$ cat src/hw/rtl/mss_pkg.sv
// Shared types and constants for the multi-stack shared store.
// Holds the operation and result codes and the controller/datapath link structs.
// No dependencies.
package mss_pkg;

    // Fixed port widths
    localparam int PORT_DATA_W = 64;
    localparam int ID_W        = 4;
    localparam int KIND_W      = 2;
    localparam int STATUS_W    = 3;
    localparam int CFG_W       = 4;

    // Operation codes
    typedef enum logic [KIND_W-1:0] {
        KIND_PUSH = 2'd0,
        KIND_POP  = 2'd1,
        KIND_LIST = 2'd2,
        KIND_NOP  = 2'd3
    } t_kind;

    // Result status codes
    typedef enum logic [STATUS_W-1:0] {
        ST_PUSHED     = 3'd0,
        ST_POPPED     = 3'd1,
        ST_FULL       = 3'd2,
        ST_EMPTY      = 3'd3,
        ST_BAD_ID     = 3'd4,
        ST_LISTED     = 3'd5,
        ST_LIST_EMPTY = 3'd6
    } t_status;

    // Result data source
    typedef enum logic [1:0] {
        DSEL_ZERO    = 2'd0,
        DSEL_PAYLOAD = 2'd1,
        DSEL_RAM     = 2'd2
    } t_dsel;

    // Controller to datapath commands
    typedef struct packed {
        logic    load;
        logic    push;
        logic    pop;
        logic    list_first;
        logic    list_next;
        logic    emit;
        t_status code;
        logic    emit_last;
        t_dsel   dsel;
    } t_dp_cmd;

    // Datapath to controller status
    typedef struct packed {
        t_kind kind;
        logic  bad_id;
        logic  full;
        logic  empty;
        logic  idx_zero;
    } t_dp_stat;

endpackage

$ cat src/hw/rtl/mss_ram.sv
// Generic simple dual-port RAM: one write port, one read port with registered data.
// No dependencies.
module mss_ram #(
    parameter int WIDTH = 64,
    parameter int DEPTH = 10,
    parameter int AW    = (DEPTH > 1) ? $clog2(DEPTH) : 1
) (
    input  logic             i_clk,
    input  logic             i_we,
    input  logic [AW-1:0]    i_waddr,
    input  logic [WIDTH-1:0] i_wdata,
    input  logic [AW-1:0]    i_raddr,
    output logic [WIDTH-1:0] o_rdata
);

    logic [WIDTH-1:0] r_mem [DEPTH];
    logic [WIDTH-1:0] r_rdata;

    // Write and registered read
    always_ff @(posedge i_clk) begin
        if (i_we) begin
            r_mem[i_waddr] <= i_wdata;
        end
        r_rdata <= r_mem[i_raddr];
    end

    assign o_rdata = r_rdata;

endmodule

$ cat src/hw/rtl/mss_ctrl.sv
// Controller state machine for the multi-stack shared store.
// Depends on mss_pkg; drives the datapath through t_dp_cmd and reads t_dp_stat.
module mss_ctrl (
    input  logic              i_clk,
    input  logic              i_rst_n,
    input  logic              i_start,
    input  mss_pkg::t_dp_stat i_stat,
    output mss_pkg::t_dp_cmd  o_cmd,
    output logic              o_busy
);
    import mss_pkg::*;

    typedef enum logic [3:0] {
        S_IDLE = 4'b0001,
        S_EVAL = 4'b0010,
        S_POP  = 4'b0100,
        S_LIST = 4'b1000
    } t_state;

    t_state   r_state, n_state;
    t_dp_cmd  w_cmd;

    // Next state and commands
    always_comb begin
        n_state        = r_state;
        w_cmd          = '0;
        w_cmd.code     = ST_PUSHED;
        w_cmd.dsel     = DSEL_ZERO;
        case (r_state)
            S_IDLE: begin
                if (i_start) begin
                    w_cmd.load = 1'b1;
                    n_state    = S_EVAL;
                end
            end
            S_EVAL: begin
                n_state = S_IDLE;
                if (i_stat.kind == KIND_NOP) begin
                    n_state = S_IDLE;
                end else if (i_stat.bad_id) begin
                    w_cmd.emit      = 1'b1;
                    w_cmd.emit_last = 1'b1;
                    w_cmd.code      = ST_BAD_ID;
                end else begin
                    case (i_stat.kind)
                        KIND_PUSH: begin
                            w_cmd.emit      = 1'b1;
                            w_cmd.emit_last = 1'b1;
                            if (i_stat.full) begin
                                w_cmd.code = ST_FULL;
                            end else begin
                                w_cmd.push = 1'b1;
                                w_cmd.code = ST_PUSHED;
                                w_cmd.dsel = DSEL_PAYLOAD;
                            end
                        end
                        KIND_POP: begin
                            if (i_stat.empty) begin
                                w_cmd.emit      = 1'b1;
                                w_cmd.emit_last = 1'b1;
                                w_cmd.code      = ST_EMPTY;
                            end else begin
                                w_cmd.pop = 1'b1;
                                n_state   = S_POP;
                            end
                        end
                        KIND_LIST: begin
                            if (i_stat.empty) begin
                                w_cmd.emit      = 1'b1;
                                w_cmd.emit_last = 1'b1;
                                w_cmd.code      = ST_LIST_EMPTY;
                            end else begin
                                w_cmd.list_first = 1'b1;
                                n_state          = S_LIST;
                            end
                        end
                        default: n_state = S_IDLE;
                    endcase
                end
            end
            S_POP: begin
                w_cmd.emit      = 1'b1;
                w_cmd.emit_last = 1'b1;
                w_cmd.code      = ST_POPPED;
                w_cmd.dsel      = DSEL_RAM;
                n_state         = S_IDLE;
            end
            S_LIST: begin
                w_cmd.emit      = 1'b1;
                w_cmd.emit_last = i_stat.idx_zero;
                w_cmd.code      = ST_LISTED;
                w_cmd.dsel      = DSEL_RAM;
                if (i_stat.idx_zero) begin
                    n_state = S_IDLE;
                end else begin
                    w_cmd.list_next = 1'b1;
                end
            end
            default: n_state = S_IDLE;
        endcase
    end

    // State register
    always_ff @(posedge i_clk) begin
        if (!i_rst_n) begin
            r_state <= S_IDLE;
        end else begin
            r_state <= n_state;
        end
    end

    assign o_cmd  = w_cmd;
    assign o_busy = (r_state != S_IDLE);

    // A pop result always follows the evaluation cycle
    a_pop_after_eval: assert property (@(posedge i_clk) disable iff (!i_rst_n)
        (r_state == S_POP) |-> ($past(r_state) == S_EVAL))
        else $error("pop output without evaluation");

    // A listing keeps walking until the bottom entry
    a_list_walks: assert property (@(posedge i_clk) disable iff (!i_rst_n)
        (r_state == S_LIST && !i_stat.idx_zero) |=> (r_state == S_LIST))
        else $error("listing stopped early");

    // The final result of a transaction returns the controller to idle
    a_last_idle: assert property (@(posedge i_clk) disable iff (!i_rst_n)
        (w_cmd.emit && w_cmd.emit_last) |=> (r_state == S_IDLE))
        else $error("busy after final result");

    // Never push to a bad id or a full stack, nor pop a bad id or an empty one
    a_no_overrun: assert property (@(posedge i_clk) disable iff (!i_rst_n)
        (w_cmd.push || w_cmd.pop) |->
            !i_stat.bad_id && !(w_cmd.push && i_stat.full) && !(w_cmd.pop && i_stat.empty))
        else $error("stack overrun or underrun");

endmodule

$ cat src/hw/rtl/mss_dp.sv
// Datapath for the multi-stack shared store: partition register and lookup,
// fill-count RAM with valid bits, entry RAM, address arithmetic and result registers.
// Depends on mss_pkg and mss_ram.
module mss_dp #(
    parameter int TOTAL_ENTRIES = 10,
    parameter int MAX_STACKS    = 10,
    parameter int ENTRY_BITS    = 64
) (
    input  logic                             i_clk,
    input  logic                             i_rst_n,
    input  logic                             i_cfg_we,
    input  logic [mss_pkg::CFG_W-1:0]        i_cfg_data,
    input  logic [mss_pkg::KIND_W-1:0]       i_kind,
    input  logic [mss_pkg::ID_W-1:0]         i_stack_id,
    input  logic [mss_pkg::PORT_DATA_W-1:0]  i_payload,
    input  mss_pkg::t_dp_cmd                 i_cmd,
    output mss_pkg::t_dp_stat                o_stat,
    output logic                             o_valid,
    output logic [mss_pkg::STATUS_W-1:0]     o_status,
    output logic [mss_pkg::ID_W-1:0]         o_stack_echo,
    output logic [mss_pkg::PORT_DATA_W-1:0]  o_entry_data,
    output logic                             o_last
);
    import mss_pkg::*;

    localparam int AW  = $clog2(TOTAL_ENTRIES);
    localparam int FW  = $clog2(TOTAL_ENTRIES + 1);
    localparam int SW  = (MAX_STACKS > 1) ? $clog2(MAX_STACKS) : 1;
    localparam int CW  = $clog2(MAX_STACKS + 1);
    localparam int IW  = (CW > ID_W) ? CW : ID_W;
    localparam int PW  = ID_W + FW;
    localparam int NLUT = 1 << CFG_W;

    // Partition lookup per register value
    logic [FW-1:0] w_slice_lut [NLUT];
    logic [CW-1:0] w_count_lut [NLUT];
    logic [FW-1:0] w_lcap_lut  [NLUT];

    for (genvar g = 0; g < NLUT; g++) begin : g_lut
        localparam int NR  = (g == 0) ? 1 : ((g > TOTAL_ENTRIES) ? TOTAL_ENTRIES : g);
        localparam int SL  = TOTAL_ENTRIES / NR;
        localparam int C0  = TOTAL_ENTRIES / SL;
        localparam int CNT = (C0 > MAX_STACKS) ? MAX_STACKS : C0;
        localparam int LC  = TOTAL_ENTRIES - (CNT - 1) * SL;
        assign w_slice_lut[g] = FW'(SL);
        assign w_count_lut[g] = CW'(CNT);
        assign w_lcap_lut[g]  = FW'(LC);
    end

    logic [CFG_W-1:0]      r_req;
    logic [MAX_STACKS-1:0] r_fill_vld;
    logic [KIND_W-1:0]     r_kind;
    logic [ID_W-1:0]       r_id;
    logic [ENTRY_BITS-1:0] r_payload;
    logic [FW-1:0]         r_idx;
    logic                  r_out_valid;
    logic [STATUS_W-1:0]   r_out_status;
    logic [ID_W-1:0]       r_out_echo;
    logic [PORT_DATA_W-1:0] r_out_data;
    logic                  r_out_last;

    logic [FW-1:0]         w_slice;
    logic [CW-1:0]         w_count;
    logic [FW-1:0]         w_lcap;
    logic [IW-1:0]         w_id_ext;
    logic [IW-1:0]         w_in_id_ext;
    logic [SW-1:0]         w_id_idx;
    logic [SW-1:0]         w_fill_raddr;
    logic [FW-1:0]         w_fill_rd;
    logic [FW-1:0]         w_fill;
    logic [FW-1:0]         w_cap;
    logic                  w_fill_we;
    logic [FW-1:0]         w_fill_wd;
    logic [PW-1:0]         w_base;
    logic [PW-1:0]         w_top;
    logic [FW-1:0]         w_off;
    logic [PW-1:0]         w_rd_sum;
    logic [ENTRY_BITS-1:0] w_entry_rd;

    assign w_slice = w_slice_lut[r_req];
    assign w_count = w_count_lut[r_req];
    assign w_lcap  = w_lcap_lut[r_req];

    // Stack index into the fill store
    assign w_id_ext     = IW'(r_id);
    assign w_in_id_ext  = IW'(i_stack_id);
    assign w_id_idx     = w_id_ext[SW-1:0];
    assign w_fill_raddr = i_cmd.load ? w_in_id_ext[SW-1:0] : w_id_idx;

    // Fill count reads as zero until written since the last clear
    assign w_fill = r_fill_vld[w_id_idx] ? w_fill_rd : '0;
    assign w_cap  = (w_id_ext + IW'(1) == IW'(w_count)) ? w_lcap : w_slice;

    // Fill count update
    assign w_fill_we = i_cmd.push || i_cmd.pop;
    assign w_fill_wd = i_cmd.push ? (w_fill + FW'(1)) : (w_fill - FW'(1));

    // Entry addresses: push at base + fill, reads at base + offset - 1
    assign w_base   = PW'(r_id) * PW'(w_slice);
    assign w_top    = w_base + PW'(w_fill);
    assign w_off    = i_cmd.list_next ? r_idx : w_fill;
    assign w_rd_sum = w_base + PW'(w_off) - PW'(1);

    mss_ram #(
        .WIDTH (FW),
        .DEPTH (MAX_STACKS),
        .AW    (SW)
    ) u_fill_ram (
        .i_clk   (i_clk),
        .i_we    (w_fill_we),
        .i_waddr (w_id_idx),
        .i_wdata (w_fill_wd),
        .i_raddr (w_fill_raddr),
        .o_rdata (w_fill_rd)
    );

    mss_ram #(
        .WIDTH (ENTRY_BITS),
        .DEPTH (TOTAL_ENTRIES),
        .AW    (AW)
    ) u_entry_ram (
        .i_clk   (i_clk),
        .i_we    (i_cmd.push),
        .i_waddr (w_top[AW-1:0]),
        .i_wdata (r_payload),
        .i_raddr (w_rd_sum[AW-1:0]),
        .o_rdata (w_entry_rd)
    );

    // Status toward the controller
    assign o_stat.kind     = t_kind'(r_kind);
    assign o_stat.bad_id   = (w_id_ext >= IW'(w_count));
    assign o_stat.full     = (w_fill >= w_cap);
    assign o_stat.empty    = (w_fill == '0);
    assign o_stat.idx_zero = (r_idx == '0);

    // Control registers: partition select, valid bits, result strobe
    always_ff @(posedge i_clk) begin
        if (!i_rst_n) begin
            r_req       <= CFG_W'(1);
            r_fill_vld  <= '0;
            r_out_valid <= 1'b0;
        end else begin
            if (i_cfg_we) begin
                r_req      <= i_cfg_data;
                r_fill_vld <= '0;
            end else if (w_fill_we) begin
                r_fill_vld[w_id_idx] <= 1'b1;
            end
            r_out_valid <= i_cmd.emit;
        end
    end

    // Capture the transaction, walk the listing, load the result
    always_ff @(posedge i_clk) begin
        if (i_cmd.load) begin
            r_kind    <= i_kind;
            r_id      <= i_stack_id;
            r_payload <= i_payload[ENTRY_BITS-1:0];
        end
        if (i_cmd.list_first || i_cmd.list_next) begin
            r_idx <= w_off - FW'(1);
        end
        if (i_cmd.emit) begin
            r_out_status <= i_cmd.code;
            r_out_echo   <= r_id;
            r_out_last   <= i_cmd.emit_last;
            case (i_cmd.dsel)
                DSEL_PAYLOAD: r_out_data <= PORT_DATA_W'(r_payload);
                DSEL_RAM:     r_out_data <= PORT_DATA_W'(w_entry_rd);
                default:      r_out_data <= '0;
            endcase
        end
    end

    assign o_valid      = r_out_valid;
    assign o_status     = r_out_status;
    assign o_stack_echo = r_out_echo;
    assign o_entry_data = r_out_data;
    assign o_last       = r_out_last;

endmodule

$ cat src/hw/rtl/multi_stack_shared_store_top.sv
// Multi-stack shared store: push, full, bad id and the empty cases are decided in the evaluate
// state and strobe from the result register; pop reads the entry RAM and strobes from the pop state;
// a list strobes one result per cycle from the list state, top entry first, last flag on the bottom.
// Sequencing follows the registered reads of the fill-count RAM and the entry RAM; start is taken only in idle.
// Results are strobed for one cycle and cannot be stalled by the receiver.
// Sync active-low reset and a configuration write empty every stack; reset selects one stack.
module multi_stack_shared_store_top #(
    parameter int TOTAL_ENTRIES = 10,
    parameter int MAX_STACKS    = 10,
    parameter int ENTRY_BITS    = 64
) (
    input  logic                             i_clk,
    input  logic                             i_rst_n,
    input  logic                             i_cfg_valid,
    output logic                             o_cfg_ready,
    input  logic [mss_pkg::CFG_W-1:0]        i_cfg_data,
    input  logic                             start,
    output logic                             busy,
    input  logic [mss_pkg::KIND_W-1:0]       i_kind,
    input  logic [mss_pkg::ID_W-1:0]         i_stack_id,
    input  logic [mss_pkg::PORT_DATA_W-1:0]  i_payload,
    output logic                             o_valid,
    output logic [mss_pkg::STATUS_W-1:0]     o_status,
    output logic [mss_pkg::ID_W-1:0]         o_stack_echo,
    output logic [mss_pkg::PORT_DATA_W-1:0]  o_entry_data,
    output logic                             o_last
);
    import mss_pkg::*;

    t_dp_cmd  w_cmd;
    t_dp_stat w_stat;

    assign o_cfg_ready = 1'b1;

    mss_ctrl u_ctrl (
        .i_clk   (i_clk),
        .i_rst_n (i_rst_n),
        .i_start (start),
        .i_stat  (w_stat),
        .o_cmd   (w_cmd),
        .o_busy  (busy)
    );

    mss_dp #(
        .TOTAL_ENTRIES (TOTAL_ENTRIES),
        .MAX_STACKS    (MAX_STACKS),
        .ENTRY_BITS    (ENTRY_BITS)
    ) u_dp (
        .i_clk        (i_clk),
        .i_rst_n      (i_rst_n),
        .i_cfg_we     (i_cfg_valid),
        .i_cfg_data   (i_cfg_data),
        .i_kind       (i_kind),
        .i_stack_id   (i_stack_id),
        .i_payload    (i_payload),
        .i_cmd        (w_cmd),
        .o_stat       (w_stat),
        .o_valid      (o_valid),
        .o_status     (o_status),
        .o_stack_echo (o_stack_echo),
        .o_entry_data (o_entry_data),
        .o_last       (o_last)
    );

endmodule

$ cat config.mk
export PLATFORM = sky130hd
export DESIGN_NAME = multi_stack_shared_store_top
export DESIGN_NICKNAME = d
export VERILOG_FILES = /design/src/hw/rtl/mss_pkg.sv /design/src/hw/rtl/mss_ram.sv /design/src/hw/rtl/mss_ctrl.sv /design/src/hw/rtl/mss_dp.sv /design/src/hw/rtl/multi_stack_shared_store_top.sv
export SDC_FILE = /design/constraint.sdc
export NUM_CORES = 1
export LEC_CHECK = 0
export BUFFER_PORTS_ARGS = -buffer_cell sky130_fd_sc_hd__buf_4
export CAP_MARGIN = 20
export CORE_MARGIN = 2
export CORE_UTILIZATION = 45
export CTS_CLUSTER_SIZE = 16
export DETAILED_ROUTE_END_ITERATION = 6
export GPL_TIMING_DRIVEN = 0
export SYNTH_ARGS = -nofsm -noshare
export SYNTH_HDL_FRONTEND = slang
export SYNTH_SLANG_ARGS = --single-unit
export TNS_END_PERCENT = 10
$ cat constraint.sdc
create_clock -name i_clk -period 14.7 [get_ports i_clk]
set_input_delay 1.47 -clock i_clk [delete_from_list [all_inputs] [get_ports i_clk]]
set_output_delay 1.47 -clock i_clk [all_outputs]
set_load 0.02 [all_outputs]
# Yosys cells after proc, flatten, opt, wreduce, memory -nomap -nowiden
# Memories as Yosys holds them, arrays and structs flattened. A register that Yosys moved wholly into a read port is not among the register bits.
# Index checks and enable logic that the tools add are counted.
word_totals:
  latch_bits: 0
  n_memories: 5
  output_inout_bits: 75
  regBits: 165
  elab_cells: 104
  rom_bits: 192
  mem_bits_rw: 680
  inputBits: 78
mem_list:
  columns: ["name", "depth", "width", "read_ports", "rd_clocked_by_memory_dff", "wr", "line", "text"]
  rows:
  - ["u_dp.u_entry_ram.r_mem", 10, 64, 1, 1, 1, "mss_ram.sv:16", "logic [WIDTH-1:0] r_mem [DEPTH];"]
  - ["(name not given)", 16, 4, 1, 0, 0, "mss_dp.sv:81", "assign w_count = w_count_lut[r_req];"]
  - ["(name not given)", 16, 4, 1, 0, 0, "mss_dp.sv:82", "assign w_lcap = w_lcap_lut[r_req];"]
  - ["(name not given)", 16, 4, 1, 0, 0, "mss_dp.sv:80", "assign w_slice = w_slice_lut[r_req];"]
  - ["u_dp.u_fill_ram.r_mem", 10, 4, 1, 1, 1, "mss_ram.sv:16", null]
op_classes:
  reduce_logical: 8
  add_sub_neg: 7
  n_mux: 50
  n_bitwise: 3
  n_shift: 0
  order_cmp: 5
  eq_ne: 13
  multipliers: 1
  div_mod_pow: 0
op_table:
  columns: ["operator", "count"]
  rows:
  - ["$pmux 64 s2", 1]
  - ["$mux 4", 16]
  - ["$pmux 7 s3", 1]
  - ["$mux 1", 17]
  - ["$mux 5", 3]
  - ["$pmux 5 s3", 1]
  - ["$mux 3", 4]
  - ["$pmux 4 s3", 1]
  - ["$sub 4x1->4 const B", 3]
  - ["$or 10x10->10", 1]
  - ["$add 4x1->4 const B", 2]
  - ["$add 4x4->4", 2]
  - ["$ge 4x4->1", 2]
  - ["$logic_not 4->1", 2]
  - ["$pmux 4 s2", 1]
  - ["$mux 7", 1]
  - ["$eq 2x2->1 const B", 3]
  - ["$ge 5x5->1 const B", 1]
  - ["$lt 4x5->1 const B", 1]
  - ["$not 4->5", 1]
  - ["$bmux 1 s4", 1]
  - ["$demux 1 s4", 1]
  - ["$eq 2x1->1 const B", 2]
  - ["$eq 4x1->1 const B", 1]
  - ["16 further kinds", 18]

# Logic depth before layout (Yosys ltp)
logic_depth:
  depth_word: 15
  mapped_depth: 22
  mapped_depth_nobuf: 18

# By module
# A second synthesis with hierarchy kept.
unflattened:
  hier_cells: 2041
  area_unflattened_um2: 35655.4
by_module_without_submodules:
  columns: ["module", "seq_area_each_um2", "n_inst", "cells_per_inst", "area_each_um2"]
  rows:
  - ["mss_ram (u_dp.u_entry_ram)", 20499.7, 1, 1376, 26564.2]
  - ["mss_dp", 4644.5, 1, 506, 6895.4]
  - ["mss_ram (u_dp.u_fill_ram)", 1281.2, 1, 94, 1707.9]
  - ["mss_ctrl", 80.1, 1, 63, 476.7]
  - ["multi_stack_shared_store_top", 0.0, 1, 2, 11.3]

# Worst setup path before layout
# OpenSTA, ideal clock, no wires.
synth_path:
  path_kind: "reg2reg"
  startpoint: "register u_dp.r_id[0]"
  endpoint: "memory u_dp.u_entry_ram.r_mem[7][0] (enable)"
  slack_ps: 4138
  t_arrival_ps: 9895
  path_stages_with_launch: 16
  required_time_ps: 14033
  setup_time_ps: 667
  n_path_buf: 3
  period_less_slack_ps: 10562
  path_cell_list: "dfxtp_1 -> buf_2 -> mux2_2 -> a221oi_1 -> a21oi_1 -> buf_4 -> and2_1 -> inv_1 -> ha_1 -> nand2b_1 -> a21o_1 -> a21o_1 -> a21oi_1 -> nand3_1 -> clkbuf_1 -> nor4b_1"
synth_via:
  elab_chain_len: 11
  word_cells_on_any_way: 17
  cone_classes: "add/sub (2); mul (1); order compare (2); eq/ne (1); mux (11)"
synth_rtl:
  columns: ["element", "line", "text"]
  rows:
  - ["start: declaration", "mss_dp.sv:53", "logic [ID_W-1:0] r_id;"]
  - ["start signal: assignment", "mss_dp.sv:158", "r_id <= i_stack_id;"]
  - ["$add 4x1->4 or $bmux 1 s4 (tied branches)", "mss_dp.sv:92, mss_dp.sv:91", null]
  - ["$eq 4x4->1 or $mux 1 (tied branches)", "mss_dp.sv:92, mss_dp.sv:91", null]
  - ["$mux 4 (on tied branches)", "mss_dp.sv:92, mss_dp.sv:91", null]
  - ["$ge 4x4->1", "mss_dp.sv:133", "assign o_stat.full = (w_fill >= w_cap);"]
  - ["$mux 1", "mss_ctrl.sv:49", "if (i_stat.full) begin"]
  - ["$mux 1", "mss_ctrl.sv:45", "case (i_stat.kind)"]
  - ["$mux 3", "mss_ctrl.sv:40", "end else if (i_stat.bad_id) begin"]
  - ["$mux 3", "mss_ctrl.sv:38", "if (i_stat.kind == KIND_NOP) begin"]
  - ["$mux 3", "mss_ctrl.sv:29", "case (r_state)"]
  - ["$mux 1", "mss_ram.sv:21", "if (i_we) begin"]
  - ["$mux 1 (not written as such)", "mss_ram.sv:22", "r_mem[i_waddr] <= i_wdata;"]
  - ["end: declaration", "mss_ram.sv:16", null]
# Several ways; a longest one is shown, not always the timed one. The select of a mux whose other input is x is not followed.

# Worst setup path in the final report
layout_path:
  startpoint: "register u_dp.r_id[0]"
  endpoint: "register u_dp.r_out_data[36], in the netlist u_dp.o_entry_data[36] (data pin)"
layout_via:
  elab_chain_len: 11
  word_cells_on_any_way: 16
  cone_classes: "add/sub (1); order compare (2); eq/ne (3); mux (10)"
layout_rtl:
  columns: ["element", "line", "text"]
  rows:
  - ["$add 4x1->4 or $bmux 1 s4 (tied branches)", "mss_dp.sv:92, mss_dp.sv:91", null]
  - ["$eq 4x4->1 or $mux 1 (tied branches)", "mss_dp.sv:92, mss_dp.sv:91", null]
  - ["$mux 4 (on tied branches)", "mss_dp.sv:92, mss_dp.sv:91", null]
  - ["$ge 4x4->1", "mss_dp.sv:133", null]
  - ["$mux 1", "mss_ctrl.sv:49", null]
  - ["$mux 1", "mss_ctrl.sv:45", null]
  - ["$mux 2 *", "mss_ctrl.sv:40", null]
  - ["$mux 7 *", "mss_ctrl.sv:38", null]
  - ["$pmux 7 s3 *", "mss_ctrl.sv:29", null]
  - ["$eq 2x2->1 or $eq 2x1->1 (tied branches)", "mss_dp.sv:168", "case (i_cmd.dsel)"]
  - ["$pmux 64 s2 *", "mss_dp.sv:168", null]
  - ["end signal: assignment", "mss_dp.sv:169", "DSEL_PAYLOAD: r_out_data <= PORT_DATA_W'(r_payload);"]
  - ["end signal: assignment", "mss_dp.sv:170", "DSEL_RAM: r_out_data <= PORT_DATA_W'(w_entry_rd);"]
  - ["end: declaration", "mss_dp.sv:59", "logic [PORT_DATA_W-1:0] r_out_data;"]
# Mark *: on every way between the ends. The rest lies on a longest branch, timed or not. The select of a mux whose other input is x is not followed.
# A chain may end at the register's enable or synchronous reset.

==> results.txt <==
For the post-cts gate resize count, the log shows 0. The floorplan has 102 rows. The number of cells produced by synthesis was 1,754; the count of buffers from port buffering was 150.

For this design the total switching power over the nets is 2.09 mW. The height of the chip works out to 282 µm. Fraction of the yosys area taken by sequential cells: 76.1%.

Among all flip-flop cells after synthesis, the most frequent one is sky130_fd_sc_hd__edfxtp_1. The logs give 45.2% for the starting density of the core and 153 for the count of boundary I/O pins. The internal power of the cells totals 5.34 mW. Depth of the CTS H-tree: 3. Net switching is 28.1% of the power.

The worst-path maximum fanout is 13, and the width of the die is 282 µm. In this run, distinct cell masters in the synthesized netlist total 64. The peak supply drop came out at 0.000127 V. The tree is rooted in a sky130_fd_sc_hd__clkbuf_16. Wire length after detailed routing: 83,100 µm. The logs give 77,100 µm² for the core area and 151 MHz for the top achievable clock speed. The synthesized netlist occupies a cell area of 34,800 µm². The half-perimeter wire length after placement came out at 56,200 µm. The number of nets in the synthesized netlist is 1,869.

The flip-flop and latch count after synthesis works out to 913. The first global-routing pass estimated 121,000 µm of wire. The count of nets left with antenna violations once routing finished came out at 0. The fill cell instance count of the final layout was 6,077. For the remaining global-route overflow, the log shows 0. Setup repair after global routing left no endpoint under its margin. The leakage power of the design was 14.2 nW; the max capacitance violation total was 0.

For the number of buffers added by the clock tree synthesis step, the log shows 94. The number of antenna violations at the first check in global routing came out at 1. The final period demand of the worst path came out at 6.64 ns. Clock skew on the completed layout was measured at 0.0333 ns.

0 antenna diodes ended up in the layout. At the pin with the least slew margin, the transition time is 1.21 ns. After detailed routing, the number of remaining DRC violations is 0. The tools report the part of the total power dissipated in combinational logic as 25.6%. The clock sink count was 913; the number of pins exceeding their max-slew limit in the final report was 0.

The synthesized design contains 822 enable-type register cells. The sequential group share of total power was 41.4%; the share of the core filled with cells in the final layout was 54.2%. The relative slew slack was 19.2%; the post-cts hold buffer count was 0.

Setup violations remaining at the end of the flow were counted as 0. Fraction of layout cells with a size suffix above 1: 27.5%. The first detailed-routing pass took 5 iterations. The number of cells in the design after placement is 3,070. The routed wire length per instance came out at 25.6 µm. The CTS clock-pin slew for the worst setup and hold paths came out at 0.06 ns. Global routing used 20.9% of the available tracks. Across all hold checks on the routed design, the worst slack comes to 0.481 ns. In this run the mean area of a mapped cell was 19.9 µm².

STA puts the critical path data required time at 15.13 ns. The initial detailed-routing violation count came out at 1,602. The class of the worst hold path is reg2reg. The flow ran to the end, and the final reports show no timing, DRC or antenna violations. The worst setup path is launched from a flip-flop. The tools report the number of failing hold endpoints at the final stage as 0.

After clock tree synthesis, the setup repair step added 0 buffers. For the net count of the finished layout, the log shows 2,247. Fraction of synthesis flops using an asynchronous set or reset pin: 0%.

TritonCTS built the clock tree. The clock passes through at most 3 buffers. Clock latency on the worst-skew pair, taken at its later pin, is 0.66 ns.

The tools report the maximum number of pins on one net before global-route repair as 42. The via total after detailed routing is 17,900. The die covers 79,600 µm². The area growth from synthesis to layout is 19.8%, and the ratio of routed vias to standard cells is 5.49.

Critical path capture point type: a flip-flop. The share of total power dissipated in the clock network is 33.0%. Data arrives at the worst endpoint at 7.07 ns.

The type of the worst setup path was reg2reg. The final worst-path cycle share was 45.2%. At the end of routability-driven placement, the weighted congestion stood at 0.821. The Yosys step of the flow raised 0 warnings. After the flow finishes, the layout carries non-filler instances totaling 3,251. Dividing total power by cell area gives a power density of 178 nW/µm².

The via count of the first global-routing pass is 18,400.
==> path summary, 6_finish.rpt <==
check | slack (ns) | from | cells after the start | endpoint
max | 8.06 | u_dp.r_id[0]$_DFF_P_ | 20 | u_dp.o_entry_data[36]$_DFFE_PP_
min reg2reg | 0.48 | u_dp.r_fill_vld[8]$_SDFFE_PP0N_ | 1 | u_dp.r_fill_vld[8]$_SDFFE_PP0N_
min | 0.48 | u_dp.r_fill_vld[8]$_SDFFE_PP0N_ | 1 | u_dp.r_fill_vld[8]$_SDFFE_PP0N_
max reg2reg | 8.06 | u_dp.r_id[0]$_DFF_P_ | 20 | u_dp.o_entry_data[36]$_DFFE_PP_
==> cells by family (layout without fill, tap and decap cells) <==
kind of cell	count (synthesis)	in the layout	share of synthesized area, %
adders and majority gates	37	37	1.39
muxes	340	340	14.4
xor gates and xnor gates	16	16	0.542
other	1	1	0.0108
buffers and inverters	114	571	1.61
AOI/OAI and AO/OA	152	152	3.31
and+or+nand+nor	181	181	2.64
DFF	913	913	76.1
==> layout by cell type, fill, tap and decap left out, drive strengths merged, types with 7 or more instances in the layout <==
cell,count
edfxtp,822
buf,317
mux2i,202
clkbuf,176
mux4,128
dfxtp,91
nor2,76
a22oi,66
ha,34
inv,34
clkinv,26
nand2,22
nand3,15
a21oi,14
o21ai,13
xnor2,12
bufinv,12
and4,11
mux2,10
and2,10
a31oi,9
nor2b,8
a22o,8
nand2b,7
nor4b,7
and3,7
==> metal layers <==
| metal | vias up | routed length (µm) | global-route usage [%] |
|---|---|---|---|
| li1 | 7866 | - | - |
| met1 | 9291 | 35800 | 28.9 |
| met2 | 578 | 40500 | 34.3 |
| met3 | 115 | 4710 | 3.29 |
| met4 | 0 | 2080 | 6.81 |
| met5 | - | 0 | 0 |
==> through the flow <==
step	cell area, µm²	power, mW	setup slack, ns	setup TNS (ns)
3_5_place_dp	38400	5.03	8.13	0
5_1_grt	41700	7.71	7.79	0
2_1_floorplan	34800	4.48	4.14	0
4_1_cts	41700	7.49	8.09	0
3_3_place_gp	37300	4.99	-4.49	-2298.73
6_report	41700	7.43	8.06	0
==> Yosys cell counts, drive strengths merged (8+ instances only) <==
master	count	area [µm²]
a21oi	14	70.1
a22o	8	70.1
a22oi	66	495
a31oi	9	56.3
and2	10	62.6
and4	11	97.6
buf	35	262
clkbuf	50	189
dfxtp	91	1820
edfxtp	822	24700
ha	34	425
inv	29	109
mux2	10	113
mux2i	202	2020
mux4	128	2880
nand2	22	82.6
nand3	15	75.1
nor2	76	285
nor2b	8	50.1
o21ai	13	65.1
xnor2	12	105
==> power groups by stage <==
stage | clock, mW | sequential (mW) | combinational (mW)
2_1_floorplan | 0 | 3.10 | 1.38
3_3_place_gp | 0 | 3.13 | 1.86
3_5_place_dp | 0 | 3.12 | 1.90
4_1_cts | 2.51 | 3.07 | 1.91
5_1_grt | 2.60 | 3.09 | 2.02
6_report | 2.45 | 3.07 | 1.90
==> flip-flops by register name (all words and copies together) (netlist names) <==
name and flops:
u_dp.o_entry_data 64, u_dp.u_entry_ram.o_rdata 64, u_ctrl.r_state 4, u_dp.o_status 3, u_dp.o_last 1, u_dp.u_fill_ram.r_mem 40
u_dp.r_fill_vld 10, u_dp.r_idx 4, u_dp.r_payload 64, u_dp.o_valid 1, u_dp.u_fill_ram.o_rdata 4, u_dp.r_id 4
u_dp.u_entry_ram.r_mem 640, u_dp.r_req 4, u_dp.o_stack_echo 4, u_dp.r_kind 2
==> critical path: stages (launching register included) <==
cell	delay [ns]
sky130_fd_sc_hd__dfxtp_1	0.46
sky130_fd_sc_hd__buf_2	0.32
sky130_fd_sc_hd__mux2_2	0.36
sky130_fd_sc_hd__a221oi_1	0.29
sky130_fd_sc_hd__a21oi_1	0.16
sky130_fd_sc_hd__buf_4	0.21
sky130_fd_sc_hd__and2_1	0.19
sky130_fd_sc_hd__inv_1	0.41
sky130_fd_sc_hd__ha_1	0.32
sky130_fd_sc_hd__nand2b_1	0.14
sky130_fd_sc_hd__a21o_1	0.18
sky130_fd_sc_hd__a21o_1	0.18
sky130_fd_sc_hd__a21oi_1	0.25
sky130_fd_sc_hd__nand3_1	0.32
sky130_fd_sc_hd__clkbuf_1	0.40
sky130_fd_sc_hd__inv_1	0.13
sky130_fd_sc_hd__ha_1	0.14
sky130_fd_sc_hd__clkbuf_1	0.48
sky130_fd_sc_hd__buf_1	0.96
sky130_fd_sc_hd__a22oi_1	0.23
sky130_fd_sc_hd__nor2_1	0.27
==> cell type report <==
class | instances | area, µm² | share of cell area [%]
repair buffers | 282 | 2320 | 5.55
well taps | 1040 | 1300 | 3.12
flip-flops and latches | 913 | 26500 | 63.5
multi-input cells | 727 | 7840 | 18.8
clock inverters | 49 | 619 | 1.48
inverters | 29 | 111 | 0.267
clock buffers | 126 | 2600 | 6.24
plain buffers | 85 | 450 | 1.08
Power figures use the tool's default switching activity.
